--- src/hw/rtl/mfb_pkg.sv ---
// Package for the monochrome frame buffer with row scanout.
// Holds the operation, result and command codes and the controller/datapath structs.
// Depends on nothing.
package mfb_pkg;

    localparam logic [2:0] MODE_CLEAR  = 3'd0;
    localparam logic [2:0] MODE_SET    = 3'd1;
    localparam logic [2:0] MODE_TOGGLE = 3'd2;
    localparam logic [2:0] MODE_READ   = 3'd3;
    localparam logic [2:0] MODE_ROW    = 3'd4;

    localparam logic [1:0] KIND_STATUS = 2'd0;
    localparam logic [1:0] KIND_CMD    = 2'd1;
    localparam logic [1:0] KIND_DATA   = 2'd2;

    localparam logic [7:0] CMD_ROW_LO    = 8'h20;
    localparam logic [7:0] CMD_ROW_HI    = 8'h30;
    localparam logic [7:0] CMD_COL_RESET = 8'h00;
    localparam logic [7:0] PIX_MSB_MASK  = 8'h80;

    typedef logic [2:0] t_asel;
    localparam t_asel ASEL_IN    = 3'd0;
    localparam t_asel ASEL_PIX   = 3'd1;
    localparam t_asel ASEL_ROW0  = 3'd2;
    localparam t_asel ASEL_ROWNX = 3'd3;
    localparam t_asel ASEL_CLR   = 3'd4;

    typedef logic [2:0] t_osel;
    localparam t_osel OSEL_ZERO = 3'd0;
    localparam t_osel OSEL_PIX  = 3'd1;
    localparam t_osel OSEL_CMD0 = 3'd2;
    localparam t_osel OSEL_CMD1 = 3'd3;
    localparam t_osel OSEL_CMD2 = 3'd4;
    localparam t_osel OSEL_DATA = 3'd5;

    typedef struct packed {
        logic  latch;
        logic  rd_en;
        logic  wr_en;
        t_asel asel;
        logic  out_load;
        t_osel osel;
        logic  col_clr;
        logic  col_inc;
        logic  clr_inc;
    } t_cmd;

    typedef struct packed {
        logic pix_ok;
        logic row_ok;
        logic col_last;
        logic clr_done;
    } t_sts;

endpackage

--- src/hw/rtl/mfb_ctrl.sv ---
// Controller state machine of the frame buffer: clearing sweep, pixel update and row scanout.
// Depends on mfb_pkg; drives the datapath through t_cmd and reads t_sts.
module mfb_ctrl
    import mfb_pkg::*;
(
    input  logic i_clk,
    input  logic i_rst_n,
    input  logic i_in_valid,
    output logic o_in_ready,
    input  logic i_out_ready,
    output logic o_out_valid,
    input  t_sts i_sts,
    output t_cmd o_cmd
);

    localparam logic [2:0] S_CLEAR = 3'd0;
    localparam logic [2:0] S_IDLE  = 3'd1;
    localparam logic [2:0] S_PIX   = 3'd2;
    localparam logic [2:0] S_STAT  = 3'd3;
    localparam logic [2:0] S_CMD0  = 3'd4;
    localparam logic [2:0] S_CMD1  = 3'd5;
    localparam logic [2:0] S_CMD2  = 3'd6;
    localparam logic [2:0] S_DATA  = 3'd7;

    logic [2:0] r_state, n_state;
    logic       r_out_valid, n_out_valid;
    logic       out_free;

    assign out_free    = !r_out_valid || i_out_ready;
    assign o_in_ready  = (r_state == S_IDLE);
    assign o_out_valid = r_out_valid;

    always_comb begin
        n_state = r_state;
        o_cmd   = '0;
        unique case (r_state)
            S_CLEAR: begin
                o_cmd.wr_en   = 1'b1;
                o_cmd.asel    = ASEL_CLR;
                o_cmd.clr_inc = 1'b1;
                if (i_sts.clr_done) begin
                    n_state = S_IDLE;
                end
            end
            S_IDLE: begin
                o_cmd.asel = ASEL_IN;
                if (i_in_valid) begin
                    o_cmd.latch = 1'b1;
                    o_cmd.rd_en = i_sts.pix_ok;
                    if (i_sts.pix_ok) begin
                        n_state = S_PIX;
                    end else if (i_sts.row_ok) begin
                        n_state = S_CMD0;
                    end else begin
                        n_state = S_STAT;
                    end
                end
            end
            S_PIX: begin
                o_cmd.asel = ASEL_PIX;
                o_cmd.osel = OSEL_PIX;
                if (out_free) begin
                    o_cmd.wr_en    = 1'b1;
                    o_cmd.out_load = 1'b1;
                    n_state        = S_IDLE;
                end
            end
            S_STAT: begin
                o_cmd.osel = OSEL_ZERO;
                if (out_free) begin
                    o_cmd.out_load = 1'b1;
                    n_state        = S_IDLE;
                end
            end
            S_CMD0: begin
                o_cmd.osel = OSEL_CMD0;
                if (out_free) begin
                    o_cmd.out_load = 1'b1;
                    n_state        = S_CMD1;
                end
            end
            S_CMD1: begin
                o_cmd.osel = OSEL_CMD1;
                if (out_free) begin
                    o_cmd.out_load = 1'b1;
                    n_state        = S_CMD2;
                end
            end
            S_CMD2: begin
                o_cmd.osel = OSEL_CMD2;
                o_cmd.asel = ASEL_ROW0;
                if (out_free) begin
                    o_cmd.out_load = 1'b1;
                    o_cmd.rd_en    = 1'b1;
                    o_cmd.col_clr  = 1'b1;
                    n_state        = S_DATA;
                end
            end
            S_DATA: begin
                o_cmd.osel = OSEL_DATA;
                o_cmd.asel = ASEL_ROWNX;
                if (out_free) begin
                    o_cmd.out_load = 1'b1;
                    if (i_sts.col_last) begin
                        n_state = S_IDLE;
                    end else begin
                        o_cmd.rd_en   = 1'b1;
                        o_cmd.col_inc = 1'b1;
                    end
                end
            end
            default: begin
                n_state = S_IDLE;
            end
        endcase
    end

    always_comb begin
        n_out_valid = r_out_valid;
        if (o_cmd.out_load) begin
            n_out_valid = 1'b1;
        end else if (i_out_ready) begin
            n_out_valid = 1'b0;
        end
    end

    always_ff @(posedge i_clk) begin
        if (!i_rst_n) begin
            r_state     <= S_CLEAR;
            r_out_valid <= 1'b0;
        end else begin
            r_state     <= n_state;
            r_out_valid <= n_out_valid;
        end
    end

    a_no_rd_wr_clash: assert property (@(posedge i_clk) disable iff (!i_rst_n)
        !(o_cmd.rd_en && o_cmd.wr_en))
        else $error("memory read and write issued in the same cycle");

    a_no_overwrite: assert property (@(posedge i_clk) disable iff (!i_rst_n)
        (r_out_valid && !i_out_ready) |-> !o_cmd.out_load)
        else $error("result register overwritten while its word waits");

    a_row_start: assert property (@(posedge i_clk) disable iff (!i_rst_n)
        (r_state == S_IDLE && i_in_valid && i_sts.row_ok && !i_sts.pix_ok)
        |=> (r_state == S_CMD0))
        else $error("row refresh did not start with the command bytes");

    a_row_end: assert property (@(posedge i_clk) disable iff (!i_rst_n)
        (r_state == S_DATA && o_cmd.out_load && i_sts.col_last) |=> (r_state == S_IDLE))
        else $error("row scanout did not end after its last data byte");

endmodule

--- config.mk ---
export PLATFORM = sky130hd
export DESIGN_NAME = mfb_ctrl
export DESIGN_NICKNAME = d
export VERILOG_FILES = /design/src/hw/rtl/mfb_pkg.sv /design/src/hw/rtl/mfb_ctrl.sv
export SDC_FILE = /design/constraint.sdc
export NUM_CORES = 1
export LEC_CHECK = 0
export BUFFER_PORTS_ARGS = -buffer_cell sky130_fd_sc_hd__buf_2
export CAP_MARGIN = 25
export CORE_AREA = 3 3 40 42
export CTS_CLUSTER_DIAMETER = 50
export CTS_CLUSTER_SIZE = 30
export DETAILED_ROUTE_END_ITERATION = 8
export DIE_AREA = 0 0 43 45
export GPL_TIMING_DRIVEN = 0
export SLEW_MARGIN = 0
export SYNTH_ARGS = -nofsm -noshare
export SYNTH_HDL_FRONTEND = slang
export SYNTH_SLANG_ARGS = --single-unit
--- constraint.sdc ---
create_clock -name i_clk -period 2.7 [get_ports i_clk]
set_clock_uncertainty 0.05 [all_clocks]
set_input_delay 0.405 -clock i_clk [delete_from_list [all_inputs] [get_ports i_clk]]
set_output_delay 0.405 -clock i_clk [all_outputs]
set_load 0.01 [all_outputs]
==> Word level (Yosys, flattened, before mapping) <==
Cells that the tools add are included.
{ "word_totals": {"elab_cells": 48, "regBits": 4} }
{ "op_classes": {"reduce_logical": 6, "n_eq_ne": 15, "muxes": 25} }
{ "op_table": {"columns": ["cell", "n"], "rows": [
  ["$mux W3", 10],
  ["$pmux W4 S6", 1],
  ["$pmux W3 S7", 1],
  ["$ne A2 B2 Y1 const B", 7],
  ["$eq A3 B3 Y1 const B", 4],
  ["$pmux W3 S4", 1],
  ["$mux W1", 9],
  ["$reduce_and A8 Y1", 1],
  ["$eq A3 B2 Y1 const B", 2],
  ["$eq A3 B1 Y1 const B", 1],
  ["$logic_not A3 Y1", 1],
  ["$pmux W1 S3", 1],
  ["$mux W2", 1],
  ["$ne A2 B1 Y1 const B", 1],
  ["$pmux W1 S2", 1],
  ["$reduce_bool A2 Y1", 1],
  ["$reduce_or A2 Y1", 1],
  ["$logic_not A1 Y1", 1],
  ["$logic_or A1 B1 Y1", 1]
]} }

==> Logic depth before layout (Yosys ltp) <==
{ "depth": {"word_depth": 5, "mapped_depth": 4} }

==> Worst setup path before layout <==
OpenSTA, ideal clock, no wires.
{ "synth_timing": {"path_kind": "input port to output port", "startpoint": "input i_out_ready", "endpoint": "output o_cmd[1] (netlist bit)", "required_time_ns": 2.245, "setup_slack_ns": 1.131, "cell_stages": 3, "n_path_buf": 0, "t_arrival_ns": 1.114, "cell_sequence": "and2b_1 nand2b_1 nor3b_1"} }
{ "synth_lines": {"columns": ["item", "line_no", "text"], "rows": [
  ["start, declared", "mfb_ctrl.sv:10", "input logic i_out_ready,"],
  ["end, declared", "mfb_ctrl.sv:13", "output t_cmd o_cmd"]
]} }

==> reports/qor.csv <==
stage,metric,value,unit
cts,Clock Tree Buf Depth,2,
drt,routed len/inst,11.17,um
cts,total CTS buffers,3,
sta,fin crit period,1.843,ns
synth,syn avg cell area,7.322,um2
sta,Final Slew Violations,0,
synth,Post-synth EDFFs,0,
die,width of the die,43,um
drt,Starting DRT DRC Count,6,
cts,Clock Sinks,4,
setup_path,r2r setup slk,1.49,ns
synth,top_reg_cell synth,dfxtp_1,
synth,syn_nets,62,
setup_path,highest-delay cell along the critical path,dfxtp_1,
cts,# H-tree levels,1,
cts,Worst-Skew Late Latency,0.24,ns
placement,routability congestion estimate,0.7958,
cts,"Reg clk slew, reported paths",0.04,ns
synth,Syn Inst Count,54,
synth,Post-synth top cells,"nor2_1, a21oi_1, dfxtp_1, inv_1",
setup_path,CP peak stage delay,0.33,ns
setup_path,family with the most delay on the worst path,simple AND/OR/NAND/NOR gates,
cts,"Hold-fix buffers, CTS",0,
synth,largest area contributor in the netlist,dfxtp_1,
sta,PnR worst setup slack,0.8572,ns
sta,Rel. slew slack,84.98,%
setup_path,Critical Path RT,2.25,ns
placement,post-detail-place hpwl,825.2,um
power_and_ir_drop,PwrDens,403.1,nW/um2
drt,"antenna viol nets, final",0,
finish,n_diodes,0,
grt,vias in the first global route,377,
cts,postcts setup bufs,0,
sta,Setup Viol. Count Final,0,
cts,CTS resizes,0,
drt,vias,454,
die,Site Rows,13,
cts,CTS tree,yes,
sta,f_max,0.5426,GHz
synth,"Async S/R FF share, synth",0,%
setup_path,WP data arrival,1.39,ns
synth,Mapped Area,395.4,um2
die,DIE AREA,1935,um2
finish,Area growth syn-to-layout,38.29,%
run_status,status,completed,
drt,Residual DRC,0,
setup_path,worst setup path category,reg -> out,
setup_path,CP dominant cell by count,buf_2,
sta,unrepaired setup endpoints after global routing,false,
finish,nets,89,
die,initial core utilization,30.77,%
grt,initial antenna violation count,0,
synth,area share of the largest cell type after synthesis,20.25,%
grt,grt total ovfl,0,
setup_path,Setup crit end kind,output port,
die,die span in y,45,um
placement,dpl ws,0.9673,ns
sta,Final Hold Viols,0,
synth,Synth warnings,0,
placement,placed inst area,524.3,um2
drt,via/cell ratio,4.830,
min_path,HP Class,in -> reg,
synth,sequential element share of the synthesized area,20.25,%
power_and_ir_drop,maximum vdd drop,0.0003828,V
die,I/O pin count,23,
setup_path,"Critical Path, Cell by Cell","buf_2, and2_1, nand2b_1, nor3b_1, buf_2",
sta,setup tns final,0,ns
synth,"count leader, synth",nor2_1,
drt,1st-pass router iterations,4,
grt,largest net degree at the start of global routing,11,
cts,Clock Tree Root,clkbuf_4,
finish,share of cells above drive strength 1,43.04,%
setup_path,"Max FO, Critical Path",10,
synth,top area cells in the synthesized netlist,"dfxtp_1, nor2_1, buf_4, a21oi_1, and2_1",
die,Core Region,1285,um2
setup_path,type of origin of the critical path,flip-flop,
grt,global-route wire length before repair,1.580,mm
run,# Max-Cap Violations,0,
grt,GRT Total Usage,10.82,%
sta,slew at the pin closest to its max-slew limit,0.2229,ns
synth,Yosys reg bits,4,
placement,I/O Buffers,22,
power_and_ir_drop,leakage,0.2814,nW
drt,routed wire length,1.050,mm
setup_path,Buf/Inv on CP,2,
finish,fin area,546.8,um2
sta,Tcrit/Tclk final,68.25,%
synth,post-synthesis cell type count,27,
==> worst reg2reg max path: cells and delay by family (launching register included) <==
family | cells | cell delay, ns
compound gates | 2 | 0.45
flops | 1 | 0.35
simple gates | 1 | 0.27
==> where the power goes <==
group / total, W / internal [W] / switching [W]
clock: 0.0000757 / 0.0000498 / 0.0000259
sequential: 0.0000666 / 0.0000632 / 0.00000341
combinational: 0.0000781 / 0.0000374 / 0.0000406
total: 0.000220 / 0.000150 / 0.0000700
==> final timing paths <==
kind / cells after the start / end / from
setup / recovery: 5 / o_cmd[1] / r_state[2]
hold / removal: 2 / r_state[0] / i_rst_n
setup reg to reg: 3 / r_state[2] / o_out_valid
hold reg to reg: 2 / r_state[2] / r_state[0]
==> cell type report <==
class	count	area, um2
clock buffers	3	22.52
well taps	15	18.77
inverters	4	15.01
multi-input cells	40	262.8
plain buffers	6	37.54
flip-flops and latches	4	80.08
repair buffers	22	110.1
fillers	142	738.2
==> per-layer routing <==
layer	GRT usage (%)	vias up	wire, um
met1	13.94	190	503
met4	1.807	0	0
met5	0	-	0
met3	5.179	0	143
li1	-	238	-
met2	16.77	26	403
==> sequential cells by signal (all words and copies together), names as in the netlist <==
signal	count
o_out_valid	1
r_state	3
==> cells by family (layout without fill, tap and decap cells) <==
logic type,count (synthesis),count (layout),share of synthesized area (%)
muxes,1,1,3.796
DFF,4,4,20.25
buffers and inverters,10,35,13.29
and+or+nand+nor,24,24,33.55
AOI/OAI and AO/OA,15,15,29.11
==> cells in the final DEF (no fill, tap or decap), types with 2 or more instances in the layout <==
cell      Yosys  final
nor2_1        7      7
buf_4         3      3
dfxtp_1       4      4
nand3b_1      2      2
a21oi_1       4      4
or2_1         2      2
o21ai_0       2      2
nand2b_1      2      2
buf_2         3     25
clkbuf_4      0      3
inv_1         4      4
nor3b_1       2      2
nand2_1       2      2
and2_1        3      3
==> per-stage QoR <==
step	hold WS, ns	power (W)	instances	utilization (%)
2_1_floorplan	0.4927	0.0001184	54	-
3_3_place_gp	0.5666	0.0001453	91	40.80
3_5_place_dp	0.5618	0.0001458	91	40.80
4_1_cts	0.3772	0.0002227	94	42.55
5_1_grt	0.4036	0.0002365	94	42.55
6_report	0.3805	0.0002204	94	42.55
Power figures use the tool's default switching activity.
